## config.mk

```make
export PLATFORM = sky130hd
export DESIGN_NAME = prtc_ctrl
export DESIGN_NICKNAME = d
export VERILOG_FILES = /design/src/packet_rule_table_classifier_unit_defines.svh /design/src/prtc_pkg.sv /design/src/prtc_ctrl.sv
export SDC_FILE = /design/constraint.sdc
export NUM_CORES = 1
export LEC_CHECK = 0
export BUFFER_PORTS_ARGS = -buffer_cell sky130_fd_sc_hd__buf_2
export CORE_AREA = 2 2 39 41
export DETAILED_ROUTE_END_ITERATION = 10
export DIE_AREA = 0 0 41 43
export PLACE_DENSITY = 0.64
export RECOVER_POWER = 50
export SLEW_MARGIN = 40
export SYNTH_ARGS = -nofsm -noshare
export SYNTH_HDL_FRONTEND = slang
export SYNTH_SLANG_ARGS = --single-unit
```

## constraint.sdc

```tcl
create_clock -name i_clk -period 1.5 [get_ports i_clk]
set_clock_uncertainty 0.05 [all_clocks]
set_input_delay 0 -clock i_clk [delete_from_list [all_inputs] [get_ports i_clk]]
set_output_delay 0 -clock i_clk [all_outputs]
set_load 0.005 [all_outputs]
```

## src/packet_rule_table_classifier_unit_defines.svh

```systemverilog
// Assertion macros shared by the packet rule table classifier.
// Depends on nothing; the including module must provide i_clk and i_rst_n.
`ifndef PACKET_RULE_TABLE_CLASSIFIER_UNIT_DEFINES_SVH
`define PACKET_RULE_TABLE_CLASSIFIER_UNIT_DEFINES_SVH

// Same-cycle implication, checked at every rising edge outside reset.
`define PRTC_ASSERT_IMP(label, ante, cons) \
    label: assert property (@(posedge i_clk) disable iff (!i_rst_n) (ante) |-> (cons)) \
        else $error("packet rule table assertion failed");

// Next-cycle implication, checked at every rising edge outside reset.
`define PRTC_ASSERT_NXT(label, ante, cons) \
    label: assert property (@(posedge i_clk) disable iff (!i_rst_n) (ante) |=> (cons)) \
        else $error("packet rule table assertion failed");

`endif

```

## src/prtc_pkg.sv

```systemverilog
// Shared types, constants and the rule match function of the rule table classifier.
// Depends on nothing; used by the controller, the datapath and the top level.
package prtc_pkg;

    localparam int DEFAULT_MAX_RULES = 64;
    localparam int MATCH_INDEX_W     = 6;
    localparam int RULE_TOTAL_W      = 7;

    typedef enum logic [1:0] {
        CMD_ADD    = 2'd0,
        CMD_DELETE = 2'd1,
        CMD_CLEAR  = 2'd2,
        CMD_CHECK  = 2'd3
    } t_cmd;

    localparam logic [1:0] ST_DONE      = 2'd0;
    localparam logic [1:0] ST_FULL      = 2'd1;
    localparam logic [1:0] ST_NOT_FOUND = 2'd2;

    typedef struct packed {
        logic [31:0] addr;
        logic [31:0] mask;
        logic [7:0]  protocol;
        logic [15:0] port;
        logic        permit;
    } t_rule;

    typedef struct packed {
        t_cmd        command;
        t_rule       rule;
        logic [31:0] pkt_addr;
        logic [7:0]  pkt_protocol;
        logic [15:0] pkt_port;
    } t_req;

    // Commands from the controller to the datapath.
    typedef struct packed {
        logic capture;
        logic do_add;
        logic do_clear;
        logic rd_req;
        logic shift_wr;
        logic dec_count;
        logic set_full;
        logic set_not_found;
        logic set_block;
        logic out_load;
    } t_ctrl_cmd;

    // Status from the datapath to the controller.
    typedef struct packed {
        t_cmd command;
        logic full;
        logic empty;
        logic hit;
        logic last;
        logic more;
        logic out_free;
    } t_dp_stat;

    // True when a deny rule covers the packet.
    function automatic logic deny_match(input t_rule rule, input logic [31:0] pkt_addr,
                                        input logic [7:0] pkt_protocol,
                                        input logic [15:0] pkt_port);
        logic addr_ok;
        logic proto_ok;
        logic port_ok;
        addr_ok  = (pkt_addr & rule.mask) == (rule.addr & rule.mask);
        proto_ok = (rule.protocol == 8'd0) || (rule.protocol == pkt_protocol);
        port_ok  = (rule.port == 16'd0) || (rule.port == pkt_port);
        return !rule.permit && addr_ok && proto_ok && port_ok;
    endfunction

endpackage

```

## src/prtc_ctrl.sv

```systemverilog
// Controller state machine of the rule table classifier.
// Depends on prtc_pkg; drives the datapath through t_ctrl_cmd and reads t_dp_stat.
module prtc_ctrl import prtc_pkg::*; (
    input  logic      i_clk,
    input  logic      i_rst_n,
    input  logic      i_in_valid,
    output logic      o_in_ready,
    input  t_dp_stat  i_stat,
    output t_ctrl_cmd o_cmd
);

    typedef enum logic [2:0] {
        S_IDLE,
        S_EXEC,
        S_SCAN,
        S_SHIFT,
        S_DONE
    } t_state;

    t_state r_state;
    t_state n_state;

    always_comb begin
        n_state    = r_state;
        o_cmd      = '0;
        o_in_ready = 1'b0;
        unique case (r_state)
            S_IDLE: begin
                o_in_ready    = 1'b1;
                o_cmd.capture = i_in_valid;
                if (i_in_valid) begin
                    n_state = S_EXEC;
                end
            end
            S_EXEC: begin
                unique case (i_stat.command) inside
                    CMD_ADD: begin
                        if (i_stat.full) begin
                            o_cmd.set_full = 1'b1;
                        end else begin
                            o_cmd.do_add = 1'b1;
                        end
                        n_state = S_DONE;
                    end
                    CMD_CLEAR: begin
                        o_cmd.do_clear = 1'b1;
                        n_state        = S_DONE;
                    end
                    CMD_DELETE, CMD_CHECK: begin
                        if (i_stat.empty) begin
                            o_cmd.set_not_found = (i_stat.command == CMD_DELETE);
                            n_state             = S_DONE;
                        end else begin
                            o_cmd.rd_req = 1'b1;
                            n_state      = S_SCAN;
                        end
                    end
                    default: begin
                        n_state = S_DONE;
                    end
                endcase
            end
            S_SCAN: begin
                o_cmd.rd_req = 1'b1;
                if (i_stat.hit) begin
                    if (i_stat.command == CMD_DELETE) begin
                        n_state = S_SHIFT;
                    end else begin
                        o_cmd.set_block = 1'b1;
                        n_state         = S_DONE;
                    end
                end else if (i_stat.last) begin
                    o_cmd.set_not_found = (i_stat.command == CMD_DELETE);
                    n_state             = S_DONE;
                end
            end
            S_SHIFT: begin
                o_cmd.rd_req   = 1'b1;
                o_cmd.shift_wr = 1'b1;
                if (!i_stat.more) begin
                    o_cmd.dec_count = 1'b1;
                    n_state         = S_DONE;
                end
            end
            S_DONE: begin
                o_cmd.out_load = i_stat.out_free;
                if (i_stat.out_free) begin
                    n_state = S_IDLE;
                end
            end
            default: begin
                n_state = S_IDLE;
            end
        endcase
    end

    always_ff @(posedge i_clk) begin
        if (!i_rst_n) begin
            r_state <= S_IDLE;
        end else begin
            r_state <= n_state;
        end
    end

endmodule

```

Word level (Yosys, flattened, before mapping)

Index checks and enable logic that the tools add are counted.

Eq/ne operators: 11
Reduce and logical (&&, ||, !) cells: 5
Mux-type cells: 32

Operators by type and width:

| operator                                                         | count |
|---|---|
| 3-bit two-way mux                                                | 8 |
| 1-bit two-way mux                                                | 19 |
| 3-bit one-hot mux with 5 select lines                            | 1 |
| 3-bit by 2-bit == test with 1-bit output (second input constant) | 2 |
| 2-bit != test (second input constant)                            | 3 |
| 2-bit == test (second input constant)                            | 2 |
| 2-bit two-way mux                                                | 2 |
| 1-bit one-hot mux with 2 select lines                            | 2 |
| 4-bit AND reduction                                              | 1 |
| 2-bit OR reduction                                               | 2 |
| 3-bit by 1-bit == test with 1-bit output (second input constant) | 1 |
| 3-bit == test (second input constant)                            | 1 |
| 3-bit zero test                                                  | 1 |
| 3-bit != test (second input constant)                            | 1 |
| 2-bit by 1-bit == test with 1-bit output (second input constant) | 1 |
| 2-bit zero test                                                  | 1 |

Output and inout port bits: 11
Logic and storage cells: 49
Register bits after elaboration: 3

Logic depth before layout (Yosys ltp)

Word-level depth: 4
Gate-level depth with buffers: 5

Worst setup path before layout

Ideal clock, no wire load.

Path kind: reg-to-reg
Start point: register r_state[0]
End point: register r_state[2]
Stages on the path, launching flop included: 5
Data required time: 1328 ps
Setup time: 122 ps
Arrival: 1028 ps
Path buffers: 0
Clock period less this slack: 1200 ps
Setup slack: 300 ps
Cell sequence: dfxtp_1 -> or3_1 -> a21oi_2 -> a21o_1 -> o41ai_2

Longest elaborated chain between the ends: 3

RTL lines:

| what                                                             | line             | text |
|---|---|---|
| from (decl)                                                      | prtc_ctrl.sv:20  | `t_state r_state;` |
| from (signal assigned)                                           | prtc_ctrl.sv:101 | `r_state <= n_state;` |
| 3-bit by 2-bit == test with 1-bit output (tied with other cells) | prtc_ctrl.sv:27  | `unique case (r_state)` |
| 3-bit != test (no line) or 2-bit != test (tied branches)         | n/a              |  |
| 4-bit AND reduction (no line)                                    | n/a              |  |

Parallel ways exist; a longest one is shown, timed or not.
A chain may end at the register's enable or synchronous reset.

==> results.md <==
- The flow ran to the end, and the final reports show no timing, DRC or antenna violations.
- For this design the static power due to leakage is 0.234 nW.
- In the final routing, the length of wire on met1 measures 448 um.
- The number of vias per cell is around 4.9.
- In this run, synthesis inferred 0 flip-flops with an integrated enable.
- The die is approximately 40 um wide.
- After legalization and detailed placement, the total HPWL measured slightly below 800 um.
- The synthesized design contains 3 register bits.
- In the synthesized netlist the async set-or-reset flop fraction comes to 0%.
- The achievable frequency is 690 MHz.
- In this run the standard cell core region covers between 1000 and 1500 um^2.
- The detailed-routed wire length on met2 is ~460 um.
- The total grt overflow is 0.
- In the layout the commonest cells are sky130_fd_sc_hd__buf_2, sky130_fd_sc_hd__nor2_1, sky130_fd_sc_hd__nor3_1.
- The final design utilization is a little under two fifths.
- The count of buffers added on input and output ports is 21.
- The register with the most flip-flops in the layout has 3 of them.
- The cell total after placement is 84.
- The number of top-level pins is 22.
- The maximum net fanout on the critical path is 7.
- The maximum clock path buffer count is 2.
- The synthesized cell area is 345 um^2.
- The slowest stage of the critical path is the sky130_fd_sc_hd__or3b_4 cell.
- The combined global-route utilization of all metal layers is 13.4%.
- Setup violations remaining at the end of the flow were counted as 0.
- The number of remaining DRC errors is 0.
- The total power draw is a little over 0.4 mW.
- The largest registers in the layout are r_state x3.
- The startpoint identified for the worst register-to-register timing path is r_state[0]$_SDFFE_PN0P_.
- The detailed router placed 432 vias in this run.
- The fraction of the yosys area taken by sequential cells is between 15 and 20%.
- The leading register cell type out of synthesis is sky130_fd_sc_hd__dfxtp_1.
- In this run the number of cells on the critical path is 3.
- The transition time of the tightest slew-check pin is a little under 0.3 ns.
- The worst path setup slack after routing is ~0.051 ns.
- The first-pass GRT wire length is roughly 1600 um.
- Before antenna repair, the detailed router went through 4 iterations.
- The slack of the worst reg-to-reg path is approximately 0.19 ns.
- After detailed routing, the average wire length per cell comes to between 10 and 15 um.
- The depth of the worst register-to-register path is 4.
- Setup repair after global routing could not meet its margin everywhere.
- The cell count after synthesis is 46.
- The insertion delay of the later-clocked pin in the worst-skew pair is ~0.25 ns.
- In this run the power density over the cells is about 790 nW/um^2.
- The number of buffers inserted during clock tree synthesis is 3.
- The number of max-capacitance violations reported is 0.
- The clock net in this run drives a total of 3 sinks.
- The violation count after the first detailed-routing iteration is 7.
- The clock-pin slew of the registers on the worst-case setup and hold paths is around 0.05 ns.
- For the finished layout, the period the worst path requires is 1.45 ns.
- The H-tree depth is 1.
- The top-area cell type share of the netlist area is 17.4%.
- The final critical-path share of the clock period is a little over nine tenths.
- The CTS root buffer is sky130_fd_sc_hd__clkbuf_4.
- The data arrival at the endpoint of the critical path is between 1 and 1.5 ns.
- The uppermost metal layer occupied by signal nets is met4.
- For this configuration, the core starts out at a cell density of around 25%.
- The capturing element of the worst setup path is o_cmd[3].
- The signal on the critical path passes through or3b_4 -> nor4b_2 -> buf_2.
- The number of endpoints with negative hold slack in the final report is 0.
- The final antenna-violating net count is 0.
- The post-detailed-routing wire length is 1010 um.
- The total of warnings raised by yosys is 0.
- The register with the highest flop count is r_state.
- For this run, the post-layout net count is 85.
- The number of setup buffers added after CTS is 0.
- The number of nets produced by synthesis is 57.
- The kind of start point of the critical path is a flip-flop.
- For this run, the slowest stage of the critical path takes ~0.41 ns.
- The number of antenna diodes in the final layout is 0.
- The biggest area contributor in the post-synthesis netlist is sky130_fd_sc_hd__dfxtp_1.
- IR analysis of the VDD net gives a maximum drop of 0.000333 V.
- The ratio of cells with drive above 1 in the final layout is approximately 47%.
- The pre-CTS setup slack is 0.195 ns.
- The detailed route wirelength on metal3 is ~72 um.
- The via count of the first global-routing pass is 394.
- In this run the worst hold path is classified as in -> reg.
- The initial antenna violation count is 0.
- From synthesis to final layout, the design area changed by 48.6%.
- The final non-filler cell total is between 80 and 90.
- The max-slew headroom at the worst pin is 80.5%.
- The floorplan step defined a die boundary enclosing roughly 1800 um^2.
- The sum of buffers and inverters on the critical path is 1.
- The library cell used most frequently in the layout, excluding fill and tap cells, is sky130_fd_sc_hd__buf_2.
- The number of cell rows is 14.
- The data required time of the worst path is 1.45 ns.
- The critical path in this run is classified as reg -> out.
- The worst register-to-register path ends at r_state[2]$_SDFFE_PN0P_.
- The kind of cell with the highest combined delay on the critical path is simple AND/OR/NAND/NOR gates.
- The die boundary height is 43 um.
- The final count of pins violating max slew was 0.
- The routability congestion estimate is about 0.87.
- The launching element of the worst setup path is r_state[1]$_SDFFE_PN0P_.
- Counting distinct cell types in the post-synthesis netlist gives 31.
- By area the synthesized netlist is led by sky130_fd_sc_hd__dfxtp_1, sky130_fd_sc_hd__nor2_1, sky130_fd_sc_hd__nor3_1, sky130_fd_sc_hd__o41ai_2, sky130_fd_sc_hd__nor4b_2.
- The endpoint type of the worst setup path is an output pin.
- The maximum number of pins on one net before global-route repair is 9.
- The average size of a mapped cell is 7.51 um^2.
- The clock tree from TritonCTS is built.
==> report_power, final <==
part	switching, mW	internal (mW)
logic	0.0765	0.0757
registers	0.00832	0.0893
clock network	0.0560	0.101
total	0.141	0.266
==> cells in the mapped netlist (all sizes together) (2+ instances only) <==
master and count:
nor2 6, inv 4, nor3 4, dfxtp 3, a21oi 2, a31oi 2, buf 2, nand2b 2
nand3 2, nor3b 2, nor4b 2, o21ai 2
==> layer usage <==
| metal | up-vias | track usage (%) |
|---|---|---|
| li1 | 223 | - |
| met1 | 190 | 16.9 |
| met2 | 15 | 18.8 |
| met4 | 0 | 8.00 |
| met3 | 4 | 4.71 |
| met5 | - | 0 |
==> area by class of cell <==
cell class | instances | area, um^2
Multi-Input combinational cell | 37 | 254
Clock buffer | 4 | 26.3
Fill cell | 152 | 871
Timing Repair Buffer | 25 | 135
Tap cell | 16 | 20.0
Inverter | 4 | 15.0
Sequential cell | 3 | 62.6
==> worst min-delay path by stage <==
stage | slack (ns) | end | cells after the start | start
after detailed placement | 0.19 | o_cmd[8] | 3 | i_stat[5]
after CTS | 0.02 | r_state[2]$_SDFFE_PN0P_ | 3 | i_stat[0]
final | 0.03 | r_state[2]$_SDFFE_PN0P_ | 3 | i_stat[0]
after global placement | 0.18 | o_cmd[8] | 3 | i_stat[5]
after floorplan | -0.03 | o_cmd[3] | 1 | i_stat[7]
after global routing | 0.04 | r_state[2]$_SDFFE_PN0P_ | 3 | i_stat[0]
==> metrics by stage <==
stage	hold slack (ns)	area [um^2]	TNS (ns)
final	0.0278	513	0
after global routing	0.0357	513	-0.0118
after CTS	0.0246	515	0
after global placement	0.184	477	0
after floorplan	-0.0258	345	0
after detailed placement	0.188	477	0
==> cell families after synthesis <==
kind of cell,Yosys count,synth area share (%)
buffers and inverters,6,9.06
muxes,1,2.90
AOI/OAI and AO/OA,9,19.6
DFF,3,17.4
and+or+nand+nor,27,51.1
==> worst min-delay path: stages <==
cell                       delay, ns
sky130_fd_sc_hd__buf_2          0.09
sky130_fd_sc_hd__nand4b_1       0.11
sky130_fd_sc_hd__o41ai_2        0.06
==> timing repair <==
action | in CTS | in global routing
gates resized for setup | 2 | 0
cloned | 0 | 0
pin swaps | 0 | 1
endpoints found under the setup margin | 1 | 3
endpoints found under the hold margin | 2 | 0
hold buffers | 1 | 0
(Power assumes the default switching activity.)
